### src/sv/mmcs_pkg.sv
// ----------------------------------------------------------------------------
// mmcs_pkg
// Shared constants and the command and status types that join the
// controller of the min-max column scaler to its datapath.
// ----------------------------------------------------------------------------
package mmcs_pkg;

	localparam int DEPTH_DEF = 64;
	localparam int DATA_W    = 32;
	localparam int K_W       = 31;
	localparam int FRAC_W    = 16;
	localparam int RANGE_W   = DATA_W + 1;
	localparam int DIVD_W    = K_W + FRAC_W;
	localparam int PROD_W    = 2 * DATA_W;

	localparam logic [K_W-1:0] K_RESET = K_W'(65536);
	localparam logic [K_W-1:0] K_MAX   = {K_W{1'b1}};

	typedef struct packed {
		logic load;
		logic div_start;
		logic scale_ld;
		logic offs_prod;
		logic offs_ld;
		logic rd;
		logic mul;
		logic out_load;
		logic idx_inc;
		logic col_clr;
	} cmd_t;

	typedef struct packed {
		logic div_done;
		logic out_free;
		logic last;
	} stat_t;

endpackage

### src/sv/mmcs_ctrl.sv
// ----------------------------------------------------------------------------
// mmcs_ctrl
// Sequencer of the min-max column scaler: sample loading, division, offset
// computation and emission of the scaled column.
// ----------------------------------------------------------------------------
module mmcs_ctrl (
	input  logic            clk,
	input  logic            arst_n,
	input  logic            in_valid,
	input  logic            is_final,
	output logic            in_stall,
	output mmcs_pkg::cmd_t  cmd,
	input  mmcs_pkg::stat_t stat
);

	typedef enum logic [8:0] {
		ST_LOAD  = 9'b000000001,
		ST_DIVGO = 9'b000000010,
		ST_DIV   = 9'b000000100,
		ST_SCALE = 9'b000001000,
		ST_PROD  = 9'b000010000,
		ST_OFFS  = 9'b000100000,
		ST_RD    = 9'b001000000,
		ST_MUL   = 9'b010000000,
		ST_PUT   = 9'b100000000
	} state_t;

	state_t state_q;
	state_t state_nxt;

	always_ff @(posedge clk or negedge arst_n) begin
		if (!arst_n) begin
			state_q <= ST_LOAD;
		end else begin
			state_q <= state_nxt;
		end
	end

	always_comb begin
		state_nxt = state_q;
		cmd       = '0;
		in_stall  = 1'b1;
		case (state_q)
			ST_LOAD: begin
				in_stall = 1'b0;
				if (in_valid) begin
					cmd.load = 1'b1;
					if (is_final) begin
						state_nxt = ST_DIVGO;
					end
				end
			end
			ST_DIVGO: begin
				cmd.div_start = 1'b1;
				state_nxt     = ST_DIV;
			end
			ST_DIV: begin
				if (stat.div_done) begin
					state_nxt = ST_SCALE;
				end
			end
			ST_SCALE: begin
				cmd.scale_ld = 1'b1;
				state_nxt    = ST_PROD;
			end
			ST_PROD: begin
				cmd.offs_prod = 1'b1;
				state_nxt     = ST_OFFS;
			end
			ST_OFFS: begin
				cmd.offs_ld = 1'b1;
				state_nxt   = ST_RD;
			end
			ST_RD: begin
				cmd.rd    = 1'b1;
				state_nxt = ST_MUL;
			end
			ST_MUL: begin
				cmd.mul   = 1'b1;
				state_nxt = ST_PUT;
			end
			ST_PUT: begin
				if (stat.out_free) begin
					cmd.out_load = 1'b1;
					if (stat.last) begin
						cmd.col_clr = 1'b1;
						state_nxt   = ST_LOAD;
					end else begin
						cmd.idx_inc = 1'b1;
						state_nxt   = ST_RD;
					end
				end
			end
			default: begin
				state_nxt = ST_LOAD;
			end
		endcase
	end

endmodule

### config.mk
export PLATFORM = sky130hd
export DESIGN_NAME = mmcs_ctrl
export DESIGN_NICKNAME = d
export VERILOG_FILES = /design/src/sv/mmcs_pkg.sv /design/src/sv/mmcs_ctrl.sv
export SDC_FILE = /design/constraint.sdc
export NUM_CORES = 1
export LEC_CHECK = 0
export BUFFER_PORTS_ARGS = -buffer_cell sky130_fd_sc_hd__buf_4
export CAP_MARGIN = 10
export CORE_UTILIZATION = 30
export DETAILED_ROUTE_END_ITERATION = 8
export PLACE_DENSITY = 0.62
export SKIP_CTS_REPAIR_TIMING = 1
export SYNTH_ARGS = -nofsm -noshare
export SYNTH_HDL_FRONTEND = slang
export SYNTH_SLANG_ARGS = --single-unit
### constraint.sdc
create_clock -name clk -period 1.37 [get_ports clk]
set_input_delay 0.0685 -clock clk [delete_from_list [all_inputs] [get_ports clk]]
set_output_delay 0.0685 -clock clk [all_outputs]
set_load 0.01 [all_outputs]
==> out/metrics.yaml, run 1 <==
synth-edff-count: 0
reg2reg_to: "state_q[8]"
status: "finished with violations"
ys_warn_count: 0
powerDensity_nw_per_um2: 1120
ant_nets: 0
cts.reportedPaths.clkPinSlew_ns: 0.07
cp.arrival_ns: 1.58
root_buffer: "clkbuf_4"
min_period_over_period_pct: 120
switching_share_pct: 35.8
postLayoutCellArea_um2: 1050
cts_sinks: 9
violations: "setup timing"
stdcell_count: 135
drv_slew: 0
drive_above_1_share_pct: 57.4
largest_reg_flops: 9
htree_levels: 1
postSynthCellCount: 71
r2r_start: "state_q[4]"
grt_max_degree: 10
post-route-drc-count: 0
clock_power_share_pct: 18.3
layout_setup_ws_ns: -0.275
num_rows: 16
yosysSeqAreaShare_pct: 34.6
wire_per_inst_um: 12.9
yosys.area.top_type: "dfrtp_1"
endpoint: "cmd[0]"
core_um2: 2000
peakVddDrop_uv: 652
syn_nets: 78
path_class: "reg -> out"
die_area_um2: 2370
rr_worst_depth: 5
cts_tree: "yes"
setup_tns_ns: -2.81
maxSlewHeadroom_pct: 82.6
max_freq_ghz: 0.608
rsz0062_at_grt: "true"
top_register: "state_q"
synth_commonest_cells: "8 x dfrtp_1, 7 x nor2_1, 6 x nor3_1"
ys_dominant_reg_cell: "dfrtp_1"
cp-startpoint: "state_q[7]"
total_leakage_power_nw: 0.507
netlist_area_um2: 654
cp_slowest_cell: "dfrtp_1"
clkLatencyLatePin_ns: 0.26
layout.nets: 116
grt_pass1_wl_um: 2670
power_switching_w: 0.000421
antenna_found_initial: 0
die_h_um: 48.7
pre_cts_ws_ns: -0.0667
drt_iter0_markers: 9
antennaDiodeCount: 0
synth.top_cell.area_share_pct: 30.6
clockBufferDepth: 2
die_x_um: 48.7
hold_viol_final: 0
grt_pass1_vias: 589
wl_um: 1750
placed_cell_area_um2: 876
yosysMostFrequentCell: "dfrtp_1"
startpoint_type: "register"
ys_types: 33
grtUsageTotal_pct: 15.1
setup_viol: 14
fin_crit_ns: 1.65
pwr-share-comb_pct: 54.2
fin_skew_ns: 0.00491
ys_async_sr_fraction_pct: 100
crit_chain: "nor4_4 > nand4_1 > nor2_2 > buf_4"
dr.pass1.iters: 2
hp-class: "in -> reg"
overflow: 0
io_pins: 18
start_util_pct: 32.7
largestRegisters: "state_q: 9 flops"
critPathRequiredTime_ns: 1.30
area_growth_pct: 60.8
max_cap_violations: 0
placed_cells: 121
synth.area.top_cells: "dfrtp_1 31%, nor3_1 4.6%, dfstp_2 4.0%"
p_int_w: 0.000756
power_w: 0.00118
synth-seq-cells: 9
globalplace.congestion: 0.856
crit_path_max_fanout: 4
dp_hpwl_um: 1150
p_seq_share_pct: 27.5
port-buffer-count: 17
critPathCaptureType: "output pin"
cts_buffers: 3
vias_per_cell: 4.90
syn_avg_cell_area_um2: 9.22
timing.reg2reg.setup_slack_ns: -0.12
critical-path-max-stage-delay_ns: 0.40
worst_pin_slew_ns: 0.260
vias: 661
==> stage by stage <==
step / util [%] / hold WS [ns]
finish: 52.6 / 0.0575
global route: 52.6 / 0.0805
CTS: 45.1 / -0.392
detailed placement: 43.8 / -0.0963
global placement: 43.8 / -0.102
floorplan: - / -0.227
==> kinds of logic after synthesis <==
kind of cell | after synthesis | synth area share (%)
and+or+nand+nor | 42 | 41.9
DFF | 9 | 34.6
buffers and inverters | 9 | 8.60
AOI/OAI and AO/OA | 7 | 9.37
xor gates and xnor gates | 3 | 4.02
muxes | 1 | 1.53
==> power by group through the flow <==
stage          sequential (W)  combinational [W]  clock (W)
6_report             0.000324           0.000637   0.000216
4_1_cts              0.000324           0.000452   0.000227
5_1_grt              0.000327           0.000677   0.000240
2_1_floorplan        0.000339           0.000251          0
3_3_place_gp         0.000328           0.000444          0
3_5_place_dp         0.000329           0.000448          0
==> layout make-up <==
class | instances | area [µm²]
Fill cell | 199 | 950
Multi-Input combinational cell | 53 | 440
Timing Repair Buffer | 39 | 313
Sequential cell | 9 | 228
Tap cell | 27 | 33.8
Clock buffer | 4 | 26.3
Inverter | 3 | 11.3
==> layer usage <==
layer | wire length (µm) | track usage (%)
met5 | 0 | 0
met1 | 780 | 19.8
met3 | 68 | 4.40
met2 | 885 | 22.7
met4 | 12 | 7.35
==> how the worst min path moves through the flow <==
stage	start	end	cells past startpoint
finish	is_final	state_q[1]	3
global route	is_final	state_q[1]	3
CTS	arst_n	state_q[5]	1
floorplan	arst_n	state_q[1]	0
detailed placement	arst_n	state_q[5]	1
global placement	arst_n	state_q[5]	1
==> cell usage in the layout, fill, tap and decap left out, types with 2 or more instances in the layout <==
cell,n
nand2_1,3
nand4b_1,2
nor3_2,4
nand4_1,2
nor2_1,5
inv_1,3
nor3_1,2
buf_6,4
dlygate4sd3_1,2
dfrtp_1,7
buf_4,33
xor2_1,3
nor3b_2,3
o2111ai_1,2
nor2_2,3
and4b_1,2
clkbuf_4,3
and4_1,2
o21ai_0,2
and2_4,2
nand3b_1,2
==> worst max-delay path: cells and delay by family (launching register included) <==
family / cells / cell delay, ns
buffers and inverters: 1 / 0.14
AND/OR/NAND/NOR: 3 / 0.77
flip-flops: 1 / 0.40
No activity file was read; power rests on OpenSTA's default activity.
==> inputs of run 2 (changes only) <==
Settings changed: BUFFER_PORTS_ARGS -buffer_cell sky130_fd_sc_hd__buf_4 to default, DONT_BUFFER_PORTS from default to 1, PLACE_DENSITY 0.62 to 0.55.
==> run 2 against run 1 <==
  * Register-to-register slack about the same
  * Worst hold slack got worse by 0.042 ns
  * Sequential cell count unchanged
  * The run still ends with setup timing left
  * Highest routed layer unchanged
  * Setup slack improved by 0.0096 ns
  * Die area unchanged
  * Count of clock-buffer cells in the layout unchanged
  * Utilization decreased by 1.8 points
  * Cell count decreased by 8.1%
  * Critical endpoint is now cmd[8]
  * Non-clock buffer count decreased by 11
==> out/metrics.yaml, run 2 (same netlist as run 1, synthesis figures left out) <==
globalplace.congestion: 0.764  # was 0.856
status: "finished with violations"  # unchanged
dp_hpwl_um: 1190  # was 1150 µm
clockBufferDepth: 2  # unchanged
path_class: "reg -> out"  # unchanged
crit_chain: "nor3_4 > buf_4 > and2_1 > and3b_2 > buf_4"  # was nor4_4 > nand4_1 > nor2_2 > buf_4
wl_um: 1800  # was 1750 µm
area_growth_pct: 55.3  # was 60.8%
overflow: 0  # unchanged
worstHoldStart: "in_valid"  # was is_final
drt_iter0_markers: 11  # was 9
final_common_cell: "buf_4"  # unchanged
r2r_start: "state_q[4]"  # unchanged
maxSlewHeadroom_pct: 71.2  # was 82.6%
rsz0062_at_grt: "true"  # unchanged
die_x_um: 48.7  # unchanged
dr.pass1.iters: 4  # was 2
hold_path_end: "state_q[0]"  # was state_q[1]
drive_above_1_share_pct: 51.5  # was 57.4%
power_w: 0.00112  # was 0.00118 W
ant_nets: 0  # unchanged
die_area_um2: 2370  # unchanged
cts_buffers: 3  # unchanged
grt_max_degree: 10  # unchanged
fin_crit_ns: 1.64  # was 1.65 ns
cts.reportedPaths.clkPinSlew_ns: 0.06  # was 0.07 ns
critPathCaptureType: "output pin"  # unchanged
violations: "setup timing"  # unchanged
layout_setup_ws_ns: -0.266  # was -0.275 ns
powerDensity_nw_per_um2: 1100  # was 1120 nW/µm²
post-route-drc-count: 0  # unchanged
rr_worst_depth: 4  # was 5
startpoint_type: "register"  # unchanged
setup_tns_ns: -2.46  # was -2.81 ns
reg2reg_to: "state_q[8]"  # unchanged
path_delay_family: "simple AND/OR/NAND/NOR gates"  # unchanged
placed_cell_area_um2: 793  # was 876 µm²
start_util_pct: 32.7  # unchanged
cp_slowest_cell: "dfrtp_2"  # was dfrtp_1
clkLatencyLatePin_ns: 0.26  # about the same
postLayoutCellArea_um2: 1020  # was 1050 µm²
critical-path-max-stage-delay_ns: 0.45  # was 0.40 ns
htree_levels: 1  # unchanged
top_register: "state_q"  # unchanged
drv_slew: 0  # unchanged
hold_viol_final: 0  # unchanged
antennaDiodeCount: 0  # unchanged
cp.arrival_ns: 1.57  # was 1.58 ns
finish.utilization_pct: 50.7  # was 52.6%
wire_per_inst_um: 14.5  # was 12.9 µm
timing.reg2reg.setup_slack_ns: -0.13  # was -0.12 ns
vias: 647  # was 661
antenna_found_initial: 0  # unchanged
critPathRequiredTime_ns: 1.30  # about the same
grt_pass1_wl_um: 2440  # was 2670 µm
largestRegisters: "state_q: 9 flops"  # unchanged
setup_viol: 13  # was 14
cts_tree: "yes"  # unchanged
final_cell_mix: "19 x buf_4, 5 x nor2_1, 5 x dlygate4sd3_1, 5 x dfrtp_1, 4 x buf_6"  # was 33 x buf_4, 7 x dfrtp_1, 5 x nor2_1
cp_common_cell: "buf_4"
fill_cells: 205  # was 199
vias_per_cell: 5.22  # was 4.90
max_cap_violations: 0  # unchanged
grtUsageTotal_pct: 13.8  # was 15.1%
cts_sinks: 9  # unchanged
fin_skew_ns: 0.0126  # was 0.00491 ns
worstHoldPathCells: 3  # unchanged
die_h_um: 48.7  # unchanged
port-buffer-count: 0  # was 17
io_pins: 18  # unchanged
worst_pin_slew_ns: 0.431  # was 0.260 ns
root_buffer: "clkbuf_4"  # unchanged
hp-class: "in -> reg"  # unchanged
num_rows: 16  # unchanged
max_freq_ghz: 0.611  # was 0.608 GHz
peakVddDrop_uv: 637  # was 652 µV
layout.nets: 105  # was 116
cp.buffers_inverters: 2  # was 1
total_leakage_power_nw: 0.453  # was 0.507 nW
min_period_over_period_pct: 119  # was 120%
grt_pass1_vias: 558  # was 589
largest_reg_flops: 9  # unchanged
crit_path_max_fanout: 4  # unchanged
core_um2: 2000  # unchanged
run 2: per-stage QoR:
step	setup WS, ns	hold WS, ns	std cells
final	-0.266	0.0152	124
after global routing	-0.328	0.0183	124
after CTS	-0.289	-0.514	114
after detailed placement	-0.0969	-0.227	110
after global placement	-0.0177	-0.227	110
after floorplan	-0.0344	-0.227	71
run 2: area by class of cell:
cell class                      count  area (µm²)  area share [%]
Clock buffer                        4        26.3            2.59
Multi-Input combinational cell     53         477            46.9
Timing Repair Buffer               28         238            23.4
Tap cell                           27        33.8            3.33
Sequential cell                     9         230            22.7
Inverter                            3        11.3            1.11
run 2: worst max-delay path by stage:
stage	start	endpoint	slack [ns]	cells after the start
floorplan	state_q[4]	state_q[8]	-0.03	5
global placement	state_q[7]	cmd[1]	-0.02	4
detailed placement	state_q[1]	state_q[8]	-0.1	4
CTS	state_q[5]	cmd[4]	-0.29	5
global route	state_q[7]	cmd[1]	-0.33	4
finish	state_q[8]	cmd[8]	-0.27	5
run 2: metal layers:
| metal | GRT usage (%) | routed length, µm | vias up |
|---|---|---|---|
| li1 | - | - | 309 |
| met1 | 15.2 | 768 | 319 |
| met2 | 22.9 | 924 | 17 |
| met3 | 6.92 | 93 | 2 |
| met4 | 4.41 | 13 | 0 |
| met5 | 0 | 0 | - |
run 2: where the power goes:
group | leakage, nW | internal [W] | switching (W)
logic | 0.321 | 0.000293 | 0.000293
clock network | 0.0150 | 0.000112 | 0.0000910
registers | 0.117 | 0.000304 | 0.0000272
run 2: worst register-to-register path: stages, from the launching register on:
cell and delay [ns]:
dfrtp_2 0.45, nor2_4 0.14, nand3_2 0.10, or3_4 0.39, a2111oi_4 0.32
